### src/rtl/core/jsu_pkg.sv
package jsu_pkg;

  // decoder modes, one-hot
  typedef enum logic [3:0] {
    MODE_PLAIN = 4'b0001,
    MODE_ESC   = 4'b0010,
    MODE_HEX   = 4'b0100,
    MODE_UTF8  = 4'b1000
  } mode_e;

  localparam int unsigned NUM_UNITS = 4;
  localparam int unsigned UNIT_W    = 16;

  // one input byte's worth of code units
  typedef struct packed {
    logic [1:0]                         last_idx;
    logic                               eos;
    logic [NUM_UNITS-1:0][UNIT_W-1:0]   units;
  } burst_t;

  // utf-16 constants
  localparam logic [15:0] REPL_CHAR  = 16'hFFFD;
  localparam logic [15:0] HI_SURR    = 16'hD800;
  localparam logic [15:0] LO_SURR    = 16'hDC00;
  localparam logic [20:0] SUPP_BASE  = 21'h10000;
  localparam logic [20:0] BMP_MAX    = 21'h0FFFF;

  // ascii codes used by the escape decoder
  localparam logic [7:0] CHAR_BSLASH = 8'h5C;
  localparam logic [7:0] CHAR_QUOTE  = 8'h22;
  localparam logic [7:0] CHAR_SLASH  = 8'h2F;
  localparam logic [7:0] CHAR_N      = 8'h6E;
  localparam logic [7:0] CHAR_T      = 8'h74;
  localparam logic [7:0] CHAR_R      = 8'h72;
  localparam logic [7:0] CHAR_B      = 8'h62;
  localparam logic [7:0] CHAR_F      = 8'h66;
  localparam logic [7:0] CHAR_U      = 8'h75;
  localparam logic [7:0] CHAR_0      = 8'h30;
  localparam logic [7:0] CHAR_9      = 8'h39;
  localparam logic [7:0] CHAR_LA     = 8'h61;
  localparam logic [7:0] CHAR_LF     = 8'h66;
  localparam logic [7:0] CHAR_UA     = 8'h41;
  localparam logic [7:0] CHAR_UF     = 8'h46;

  // control codes that escapes resolve to
  localparam logic [15:0] CODE_LF    = 16'h000A;
  localparam logic [15:0] CODE_TAB   = 16'h0009;
  localparam logic [15:0] CODE_CR    = 16'h000D;
  localparam logic [15:0] CODE_BS    = 16'h0008;
  localparam logic [15:0] CODE_FF    = 16'h000C;

endpackage

### src/rtl/core/json_string_utf8_to_utf16.sv
// JSON string body decoder, raw bytes in, UTF-16 code units out.
// Input channel: one byte per word (data_byte_i, end_of_string_i) on
// in_valid_i / in_ready_o; mark the final byte of each string with
// end_of_string_i. Output channel: one code unit per word on
// out_valid_o / out_ready_i, with run_last_o on the last unit a byte
// produced and string_last_o on the final unit of the string.
// The front decoder takes one byte per cycle and writes the 0 to 4 units
// it produces as one entry of a small queue (FifoDepth entries). The back
// end drains the queue one unit per cycle into the output register when
// the receiver is not stalling. With the output register free, the first
// unit of a byte passes through the queue and then the output register.
// Throughput: one byte per cycle while the queue has room; the output side
// moves one unit per cycle unless stalled, so a run of multi-unit bytes
// fills the queue and then input rate follows output rate.
// A stalled receiver holds the output word; the queue keeps taking bytes
// until it is full, then in_ready_o drops. Reset clears decoder state,
// the queue and the output valid; the block is ready right after reset.
module json_string_utf8_to_utf16 #(
  parameter int unsigned FifoDepth = 4
) (
  input  logic        clk_i,
  input  logic        rst_ni,
  input  logic        in_valid_i,
  output logic        in_ready_o,
  input  logic [7:0]  data_byte_i,
  input  logic        end_of_string_i,
  output logic        out_valid_o,
  input  logic        out_ready_i,
  output logic [15:0] code_unit_o,
  output logic        run_last_o,
  output logic        string_last_o
);

  logic            push;
  jsu_pkg::burst_t push_data;
  logic            full;
  logic            pop;
  logic            empty;
  jsu_pkg::burst_t head;

  // byte decoder
  jsu_front u_front (
    .clk_i           (clk_i),
    .rst_ni          (rst_ni),
    .in_valid_i      (in_valid_i),
    .in_ready_o      (in_ready_o),
    .data_byte_i     (data_byte_i),
    .end_of_string_i (end_of_string_i),
    .fifo_full_i     (full),
    .push_o          (push),
    .burst_o         (push_data)
  );

  // unit group queue
  jsu_fifo #(
    .Depth (FifoDepth)
  ) u_fifo (
    .clk_i       (clk_i),
    .rst_ni      (rst_ni),
    .push_i      (push),
    .push_data_i (push_data),
    .full_o      (full),
    .pop_i       (pop),
    .empty_o     (empty),
    .head_o      (head)
  );

  // unit serializer
  jsu_back u_back (
    .clk_i         (clk_i),
    .rst_ni        (rst_ni),
    .empty_i       (empty),
    .head_i        (head),
    .pop_o         (pop),
    .out_valid_o   (out_valid_o),
    .out_ready_i   (out_ready_i),
    .code_unit_o   (code_unit_o),
    .run_last_o    (run_last_o),
    .string_last_o (string_last_o)
  );

endmodule

### src/rtl/core/jsu_fifo.sv
module jsu_fifo #(
  parameter int unsigned Depth = 4
) (
  input  logic            clk_i,
  input  logic            rst_ni,
  input  logic            push_i,
  input  jsu_pkg::burst_t push_data_i,
  output logic            full_o,
  input  logic            pop_i,
  output logic            empty_o,
  output jsu_pkg::burst_t head_o
);

  localparam int unsigned PtrW = (Depth > 1) ? $clog2(Depth) : 1;
  localparam int unsigned CntW = $clog2(Depth + 1);

  jsu_pkg::burst_t    mem_q [Depth];
  logic [PtrW-1:0]    wr_ptr_q, wr_ptr_d;
  logic [PtrW-1:0]    rd_ptr_q, rd_ptr_d;
  logic [CntW-1:0]    cnt_q, cnt_d;
  logic               do_push, do_pop;

  assign full_o  = (cnt_q == CntW'(Depth));
  assign empty_o = (cnt_q == '0);
  assign do_push = push_i && !full_o;
  assign do_pop  = pop_i && !empty_o;
  assign head_o  = mem_q[rd_ptr_q];

  // pointer and fill count update
  always_comb begin
    wr_ptr_d = wr_ptr_q;
    rd_ptr_d = rd_ptr_q;
    cnt_d    = cnt_q;
    if (do_push) begin
      wr_ptr_d = (wr_ptr_q == PtrW'(Depth - 1)) ? '0 : wr_ptr_q + PtrW'(1);
    end
    if (do_pop) begin
      rd_ptr_d = (rd_ptr_q == PtrW'(Depth - 1)) ? '0 : rd_ptr_q + PtrW'(1);
    end
    if (do_push && !do_pop) begin
      cnt_d = cnt_q + CntW'(1);
    end else if (!do_push && do_pop) begin
      cnt_d = cnt_q - CntW'(1);
    end
  end

  always_ff @(posedge clk_i or negedge rst_ni) begin
    if (!rst_ni) begin
      wr_ptr_q <= '0;
      rd_ptr_q <= '0;
      cnt_q    <= '0;
    end else begin
      wr_ptr_q <= wr_ptr_d;
      rd_ptr_q <= rd_ptr_d;
      cnt_q    <= cnt_d;
    end
  end

  // storage
  always_ff @(posedge clk_i) begin
    if (do_push) begin
      mem_q[wr_ptr_q] <= push_data_i;
    end
  end

endmodule

### src/rtl/core/jsu_front.sv
module jsu_front (
  input  logic            clk_i,
  input  logic            rst_ni,
  input  logic            in_valid_i,
  output logic            in_ready_o,
  input  logic [7:0]      data_byte_i,
  input  logic            end_of_string_i,
  input  logic            fifo_full_i,
  output logic            push_o,
  output jsu_pkg::burst_t burst_o
);

  jsu_pkg::mode_e mode_q, mode_d;
  logic [1:0]     exp_q, exp_d;
  logic [1:0]     buf_q, buf_d;
  logic [20:0]    acc_q, acc_d;
  logic [2:0]     hcnt_q, hcnt_d;

  logic [jsu_pkg::NUM_UNITS-1:0][15:0] units;
  logic [2:0]     n;
  logic           do_plain;
  logic           accept;
  logic [7:0]     b;
  logic           eos;
  logic [15:0]    hex16;
  logic [20:0]    cont_acc;
  logic [20:0]    supp;
  logic [1:0]     buf_inc;
  logic [1:0]     repl_last;
  logic [1:0]     lead_extra;
  logic [20:0]    lead_acc;
  logic           is_lead;

  // ascii hex digit value, anything else counts as zero
  function automatic logic [3:0] hex_val(input logic [7:0] c);
    logic [3:0] v;
    v = 4'd0;
    if (c >= jsu_pkg::CHAR_0 && c <= jsu_pkg::CHAR_9) begin
      v = 4'(c - jsu_pkg::CHAR_0);
    end else if (c >= jsu_pkg::CHAR_LA && c <= jsu_pkg::CHAR_LF) begin
      v = 4'(c - jsu_pkg::CHAR_LA + 8'd10);
    end else if (c >= jsu_pkg::CHAR_UA && c <= jsu_pkg::CHAR_UF) begin
      v = 4'(c - jsu_pkg::CHAR_UA + 8'd10);
    end
    return v;
  endfunction

  assign b          = data_byte_i;
  assign eos        = end_of_string_i;
  assign in_ready_o = !fifo_full_i;
  assign accept     = in_valid_i && in_ready_o;
  assign hex16      = {acc_q[11:0], hex_val(b)};
  assign cont_acc   = {acc_q[14:0], b[5:0]};
  assign supp       = cont_acc - jsu_pkg::SUPP_BASE;
  assign buf_inc    = buf_q + 2'd1;

  // byte decode: next state and the units this byte produces
  always_comb begin
    mode_d     = mode_q;
    exp_d      = exp_q;
    buf_d      = buf_q;
    acc_d      = acc_q;
    hcnt_d     = hcnt_q;
    units      = '0;
    n          = 3'd0;
    do_plain   = 1'b0;
    repl_last  = 2'd0;
    lead_extra = 2'd0;
    lead_acc   = '0;
    is_lead    = 1'b0;

    unique case (mode_q)
      jsu_pkg::MODE_ESC: begin
        mode_d = jsu_pkg::MODE_PLAIN;
        unique case (b)
          jsu_pkg::CHAR_N:      begin units[0] = jsu_pkg::CODE_LF;  n = 3'd1; end
          jsu_pkg::CHAR_T:      begin units[0] = jsu_pkg::CODE_TAB; n = 3'd1; end
          jsu_pkg::CHAR_R:      begin units[0] = jsu_pkg::CODE_CR;  n = 3'd1; end
          jsu_pkg::CHAR_B:      begin units[0] = jsu_pkg::CODE_BS;  n = 3'd1; end
          jsu_pkg::CHAR_F:      begin units[0] = jsu_pkg::CODE_FF;  n = 3'd1; end
          jsu_pkg::CHAR_U: begin
            if (eos) begin
              units[0] = '0;
              n        = 3'd1;
            end else begin
              mode_d = jsu_pkg::MODE_HEX;
              acc_d  = '0;
              hcnt_d = '0;
            end
          end
          default: begin
            // quote, backslash, slash and unknown escapes pass the byte
            units[0] = {8'h00, b};
            n        = 3'd1;
          end
        endcase
      end

      jsu_pkg::MODE_HEX: begin
        acc_d  = {5'd0, hex16};
        hcnt_d = hcnt_q + 3'd1;
        if (hcnt_d >= 3'd4 || eos) begin
          units[0] = hex16;
          n        = 3'd1;
          mode_d   = jsu_pkg::MODE_PLAIN;
        end
      end

      jsu_pkg::MODE_UTF8: begin
        if (b[7:6] == 2'b10) begin
          acc_d = cont_acc;
          buf_d = buf_inc;
          if (buf_inc >= exp_q) begin
            // complete code point, split into a surrogate pair if needed
            if (cont_acc <= jsu_pkg::BMP_MAX) begin
              units[0] = cont_acc[15:0];
              n        = 3'd1;
            end else begin
              units[0] = jsu_pkg::HI_SURR + {5'd0, supp[20:10]};
              units[1] = jsu_pkg::LO_SURR + {6'd0, supp[9:0]};
              n        = 3'd2;
            end
            mode_d = jsu_pkg::MODE_PLAIN;
          end else if (eos) begin
            repl_last = buf_inc;
            for (int k = 0; k < 4; k++) begin
              if (k <= int'(repl_last)) begin
                units[n[1:0]] = jsu_pkg::REPL_CHAR;
                n             = n + 3'd1;
              end
            end
            mode_d = jsu_pkg::MODE_PLAIN;
          end
        end else begin
          // broken sequence: one replacement per buffered byte, then redo the byte
          repl_last = buf_q;
          for (int k = 0; k < 4; k++) begin
            if (k <= int'(repl_last)) begin
              units[n[1:0]] = jsu_pkg::REPL_CHAR;
              n             = n + 3'd1;
            end
          end
          buf_d    = '0;
          do_plain = 1'b1;
        end
      end

      jsu_pkg::MODE_PLAIN: begin
        do_plain = 1'b1;
      end

      default: begin
        do_plain = 1'b1;
      end
    endcase

    // plain text byte handling
    if (do_plain) begin
      mode_d = jsu_pkg::MODE_PLAIN;
      if (b == jsu_pkg::CHAR_BSLASH) begin
        if (eos) begin
          units[n[1:0]] = {8'h00, b};
          n             = n + 3'd1;
        end else begin
          mode_d = jsu_pkg::MODE_ESC;
        end
      end else if (!b[7]) begin
        units[n[1:0]] = {8'h00, b};
        n             = n + 3'd1;
      end else if (b[7:5] == 3'b110) begin
        is_lead    = 1'b1;
        lead_acc   = {16'd0, b[4:0]};
        lead_extra = 2'd1;
      end else if (b[7:4] == 4'b1110) begin
        is_lead    = 1'b1;
        lead_acc   = {17'd0, b[3:0]};
        lead_extra = 2'd2;
      end else if (b[7:3] == 5'b11110) begin
        is_lead    = 1'b1;
        lead_acc   = {18'd0, b[2:0]};
        lead_extra = 2'd3;
      end else begin
        units[n[1:0]] = jsu_pkg::REPL_CHAR;
        n             = n + 3'd1;
      end
      if (is_lead) begin
        if (eos) begin
          units[n[1:0]] = jsu_pkg::REPL_CHAR;
          n             = n + 3'd1;
        end else begin
          acc_d  = lead_acc;
          exp_d  = lead_extra;
          buf_d  = '0;
          mode_d = jsu_pkg::MODE_UTF8;
        end
      end
    end

    // end of string returns everything to its reset value
    if (eos) begin
      mode_d = jsu_pkg::MODE_PLAIN;
      exp_d  = '0;
      buf_d  = '0;
      acc_d  = '0;
      hcnt_d = '0;
    end
  end

  assign push_o            = accept && (n != 3'd0);
  assign burst_o.last_idx  = 2'(n - 3'd1);
  assign burst_o.eos       = eos;
  assign burst_o.units     = units;

  always_ff @(posedge clk_i or negedge rst_ni) begin
    if (!rst_ni) begin
      mode_q <= jsu_pkg::MODE_PLAIN;
      exp_q  <= '0;
      buf_q  <= '0;
      acc_q  <= '0;
      hcnt_q <= '0;
    end else if (accept) begin
      mode_q <= mode_d;
      exp_q  <= exp_d;
      buf_q  <= buf_d;
      acc_q  <= acc_d;
      hcnt_q <= hcnt_d;
    end
  end

endmodule

### src/rtl/core/jsu_back.sv
module jsu_back (
  input  logic            clk_i,
  input  logic            rst_ni,
  input  logic            empty_i,
  input  jsu_pkg::burst_t head_i,
  output logic            pop_o,
  output logic            out_valid_o,
  input  logic            out_ready_i,
  output logic [15:0]     code_unit_o,
  output logic            run_last_o,
  output logic            string_last_o
);

  logic        valid_q, valid_d;
  logic [1:0]  idx_q, idx_d;
  logic [15:0] unit_q;
  logic        run_last_q;
  logic        string_last_q;
  logic        load;
  logic        is_last;

  assign load    = !empty_i && (!valid_q || out_ready_i);
  assign is_last = (idx_q == head_i.last_idx);
  assign pop_o   = load && is_last;

  // walk the head word one unit per cycle while the output register can load
  always_comb begin
    valid_d = valid_q;
    idx_d   = idx_q;
    if (load) begin
      valid_d = 1'b1;
      idx_d   = is_last ? 2'd0 : idx_q + 2'd1;
    end else if (out_ready_i) begin
      valid_d = 1'b0;
    end
  end

  always_ff @(posedge clk_i or negedge rst_ni) begin
    if (!rst_ni) begin
      valid_q <= 1'b0;
      idx_q   <= '0;
    end else begin
      valid_q <= valid_d;
      idx_q   <= idx_d;
    end
  end

  // output register
  always_ff @(posedge clk_i) begin
    if (load) begin
      unit_q        <= head_i.units[idx_q];
      run_last_q    <= is_last;
      string_last_q <= is_last && head_i.eos;
    end
  end

  assign out_valid_o   = valid_q;
  assign code_unit_o   = unit_q;
  assign run_last_o    = run_last_q;
  assign string_last_o = string_last_q;

endmodule

### config.mk
export PLATFORM = sky130hd
export DESIGN_NAME = json_string_utf8_to_utf16
export DESIGN_NICKNAME = d
export VERILOG_FILES = /design/src/rtl/core/jsu_pkg.sv /design/src/rtl/core/json_string_utf8_to_utf16.sv /design/src/rtl/core/jsu_fifo.sv /design/src/rtl/core/jsu_front.sv /design/src/rtl/core/jsu_back.sv
export SDC_FILE = /design/constraint.sdc
export NUM_CORES = 1
export LEC_CHECK = 0
export BUFFER_PORTS_ARGS = -buffer_cell sky130_fd_sc_hd__buf_2
export CORE_AREA = 5 5 190 192
export CTS_CLUSTER_DIAMETER = 30
export DETAILED_ROUTE_END_ITERATION = 10
export DIE_AREA = 0 0 195 197
export HOLD_SLACK_MARGIN = 0.15
export PLACE_DENSITY = 0.62
export SLEW_MARGIN = 20
export SYNTH_ARGS = -nofsm -noshare
export SYNTH_HDL_FRONTEND = slang
export SYNTH_HIERARCHICAL = 1
export SYNTH_SLANG_ARGS = --single-unit
### constraint.sdc
create_clock -name clk_i -period 10 [get_ports clk_i]
set_input_delay 0.5 -clock clk_i [delete_from_list [all_inputs] [get_ports clk_i]]
set_output_delay 0.5 -clock clk_i [all_outputs]
set_load 0.02 [all_outputs]
==> implementation parameters <==
Parameter                              Value

Status
  Run status    complete, no violations

Clock network
  Master cell of the clock root buffer    sky130_fd_sc_hd__clkbuf_16
  Clock sink count    322
  H-Tree Depth    3
  Maximum clock path buffer count    3
  Inserted Clock Buffers    70
  CTS tree    yes
  Worst-path clk slew    around 40 ps
  CTS resizes    0
  Clock latency at the later pin of the worst-skew pair    560 ps

Yosys
  Synth Cell Area    14870 sq um
  Syn avg cell area    ~16 sq um
  Number of nets produced by synthesis    1003
  Area contributors post-synth    sky130_fd_sc_hd__edfxtp_1, sky130_fd_sc_hd__mux4_2, sky130_fd_sc_hd__dfrtp_1
  Count of yosys warnings during synthesis    6
  Post-Synthesis Cells    about 960
  Seq/Total Area, Yosys    63.80%
  Number of enable-type register cells in the synthesized netlist    ~290
  Synth async-reset ratio    11.18%
  Count of distinct cell types in the synthesized netlist    75
  Register bit count reported by yosys    between 300 and 400
  Yosys top cell by area    sky130_fd_sc_hd__edfxtp_1
  Area fraction of the dominant cell type after synthesis    between 50% and 60%
  Most frequently used flop master after synthesis    sky130_fd_sc_hd__edfxtp_1

Timing
  RSZ-0062 raised after global routing    false
  Worst Tran Pin Value    between 1000 and 1500 ps
  Post-layout worst setup margin    roughly 4200 ps
  Total setup violations reported at the end of the flow    0
  Endpoints failing hold    0
  Final critical-path required period    approximately 5800 ps
  Post-route setup TNS    0 ps
  Final Skew    roughly 19 ps
  Post-Route Hold Slack    ~280 ps
  Max transition margin    a little over a quarter
  Crit share post-route    ~58%
  Peak clock frequency supported by timing    between 150 and 200 MHz
  Count of final max-slew check failures    0

Global routing
  Met3 global-route usage    under 10%
  Most crowded layer after global routing    met2
  Pin count of the biggest net entering global routing    70
  Global-route congestion overflow total    0
  Fraction of met1 tracks used by global routing    24.51%
  Number of antenna violations at the first check in global routing    0
  Met2 track demand over resource    about 28%
  Global-route usage over all layers    between 10% and 20%
  Via count of the first global-routing pass    9069
  Wire length of the first global-routing pass    53190 um

Route
  DRC    0
  ANT nets after route    0
  First DRT Iteration DRCs    845
  Routed wire length per instance    between 20 and 25 um
  Total number of vias    between 8000 and 9000
  Vias per cell    a little under 6
  Wire length after detailed routing    about 34000 um
  Pre-antenna DRT Iters    6

Placed design
  Pre-CTS worst setup slack    4010 ps
  Post-detail-place hpwl    20030 um
  Number of placed instances with taps included    1378
  Total of buffers placed on input and output ports    32
  Weighted congestion reported at the end of routability-driven placement    ~0.91
  Post-placement cell area    ~15000 sq um

Setup path
  Required time of the critical path    10160 ps
  Worst-path cell with the longest stage delay    sky130_fd_sc_hd__buf_4
  Buffers & Inverters on Critical Path    3
  Cell with the most instances on the worst path    sky130_fd_sc_hd__ha_1
  Critical Path, Cell by Cell    inv_1, ha_1, ha_1, a211oi_1, a21oi_1, nor2_1, or4b_1, inv_1, ha_1, mux2i_1, ha_1, nor2_1, a21oi_1, a21oi_1, ha_1, a31oi_1, nor2b_1, and2_4, buf_4
  Cell type group with the largest total delay on the critical path    adder cells
  Critical path start-end classification    reg2reg
  Data arrival time of the critical path    5930 ps
  Path length in cells of the critical path    19
  Termination of the worst setup path    u_fifo/mem_q[0][5]$_DFFE_PP_
  Register-to-register path setup slack    between 4000 and 5000 ps
  Critical Path End Type    register
  Peak fanout along the critical path    67
  Launching point of the worst reg2reg path    u_front/buf_q[0]$_DFFE_PN0P_
  Reg-to-reg endpoint    u_fifo/mem_q[0][5]$_DFFE_PP_
  Worst Reg-to-Reg Cells    19
  Nature of the critical path startpoint    register
  Largest stage delay on the critical path    740 ps
  Beginning of the critical path    u_front/buf_q[0]$_DFFE_PN0P_

Floorplan
  Die X    between 150 and 200 um
  Die height    roughly 200 um
  Starting Density    a little over two fifths
  Number of core rows    68
  Top Ports    33
  Die footprint    about 38000 sq um
  Core box area    around 34000 sq um

Finish
  Fill count    about 2800
  Combined area of the multi-input logic cells    between 4000 and 5000 sq um
  Number of antenna cells inserted    0
  Non-filler instance count after layout    between 1500 and 2000
  Post-synthesis to final-layout area growth    18.46%
  Layout Nets    1040
  Most frequent cells in the layout    sky130_fd_sc_hd__edfxtp_1, sky130_fd_sc_hd__mux4_2, sky130_fd_sc_hd__clkbuf_16, sky130_fd_sc_hd__nand2_1, sky130_fd_sc_hd__o21ai_0
  Leading cell type in the layout, fill and taps excluded    sky130_fd_sc_hd__edfxtp_1
  Post-layout instance area    between 15000 and 20000 sq um
  Layout cell share with drive strength beyond 1    roughly 26%
  Footprint of the flip-flops and latches    about 9500 sq um

Pwr
  Largest vdd supply drop    roughly 140 uV
  Pwr/cell area    about 300 nW/um^2
  Leak    ~6.3 nW

Worst hold path
  HP Class    in2reg

Flow run
  Total of max-cap violations    0
timing repair:
action	CTS	global route
hold buffers	1	0
hold endpoints to repair	35	0
setup buffers	0	0
per-stage QoR:
step	power [W]	utilization (%)
2_1_floorplan	0.002805	-
3_3_place_gp	0.003084	44.57
3_5_place_dp	0.003104	44.60
4_1_cts	0.005375	51.49
5_1_grt	0.005547	51.51
6_report	0.005304	51.51
routing by layer:
layer | wire length, um | up-vias
met5 | 0 | -
met2 | 16310 | 308
met1 | 14490 | 4443
li1 | - | 3882
met3 | 2180 | 60
met4 | 732 | 0
kinds of logic after synthesis:
group,synth area share [%]
AO/OA/AOI/OAI,8.378
XOR/XNOR,0.8833
adder cells (fa/ha/maj),2.658
buffers and inverters,3.785
flip-flops,63.80
multiplexers,13.15
AND/OR/NAND/NOR,7.344
cell type report:
cell class | count | share of cell area [%]
sequential | 322 | 53.89
multi-input combinational | 534 | 27.56
clock buffer | 82 | 10.31
tap | 455 | 3.231
clock inverter | 46 | 3.018
timing repair buffer | 46 | 1.520
inverter | 22 | 0.4687
power breakdown:
| group | internal, W | switching [W] | total, W |
|---|---|---|---|
| clock | 0.00151 | 0.000726 | 0.00224 |
| sequential | 0.00180 | 0.000119 | 0.00192 |
| combinational | 0.000509 | 0.000632 | 0.00114 |
| total | 0.00383 | 0.00148 | 0.00530 |
worst min path at each step:
stage / slack [ps] / startpoint / depth (start not counted) / to
2_1_floorplan: 200 / rst_ni / 0 / u_back/idx_q[0]$_DFFE_PN0P_
3_3_place_gp: 470 / u_front/exp_q[1]$_DFFE_PN0P_ / 2 / u_front/exp_q[1]$_DFFE_PN0P_
3_5_place_dp: 490 / u_front/exp_q[1]$_DFFE_PN0P_ / 2 / u_front/exp_q[1]$_DFFE_PN0P_
4_1_cts: 260 / out_ready_i / 3 / u_back/out_valid_o$_DFFE_PN0P_
5_1_grt: 320 / out_ready_i / 3 / u_back/out_valid_o$_DFFE_PN0P_
6_report: 280 / out_ready_i / 3 / u_back/out_valid_o$_DFFE_PN0P_
Yosys cell counts, drive strengths merged, types with 2 or more instances:
master   number
ha           30
clkbuf       27
a2111oi       2
inv          22
a21o         16
buf          54
o31ai         7
nor4b         6
a32o          2
o211ai        6
a22o          8
xor2          9
nand3        26
a31oi        24
or4b          4
a22oi        15
and3          7
and4b         2
nand4         8
edfxtp      286
a21oi        30
and2          9
mux2          5
a211oi        4
mux2i         3
or2           3
a211o         2
mux4         83
xnor2         6
o21a          9
dfrtp        35
nand2b        7
a221o         2
nor4          5
o21ai        47
or3           3
nor3         13
nor2         36
a32oi         3
nand2        70
nor2b         6
state kept, by name, indices dropped and copies added, names as in the netlist, 2 cells and up:
name and count:
u_front/acc_q 15, u_front/buf_q 2, u_front/mode_q 4, u_back/code_unit_o 16, u_fifo/mem_q 268, u_fifo/cnt_q 3
u_fifo/wr_ptr_q 2, u_front/exp_q 2, u_front/hcnt_q 3, u_fifo/rd_ptr_q 2, u_back/idx_q 2
worst min-delay path: stages:
cell and delay (ps):
sky130_fd_sc_hd__buf_2 80, sky130_fd_sc_hd__nand2b_1 130, sky130_fd_sc_hd__nand2_1 70
Power figures use the tool's default switching activity.
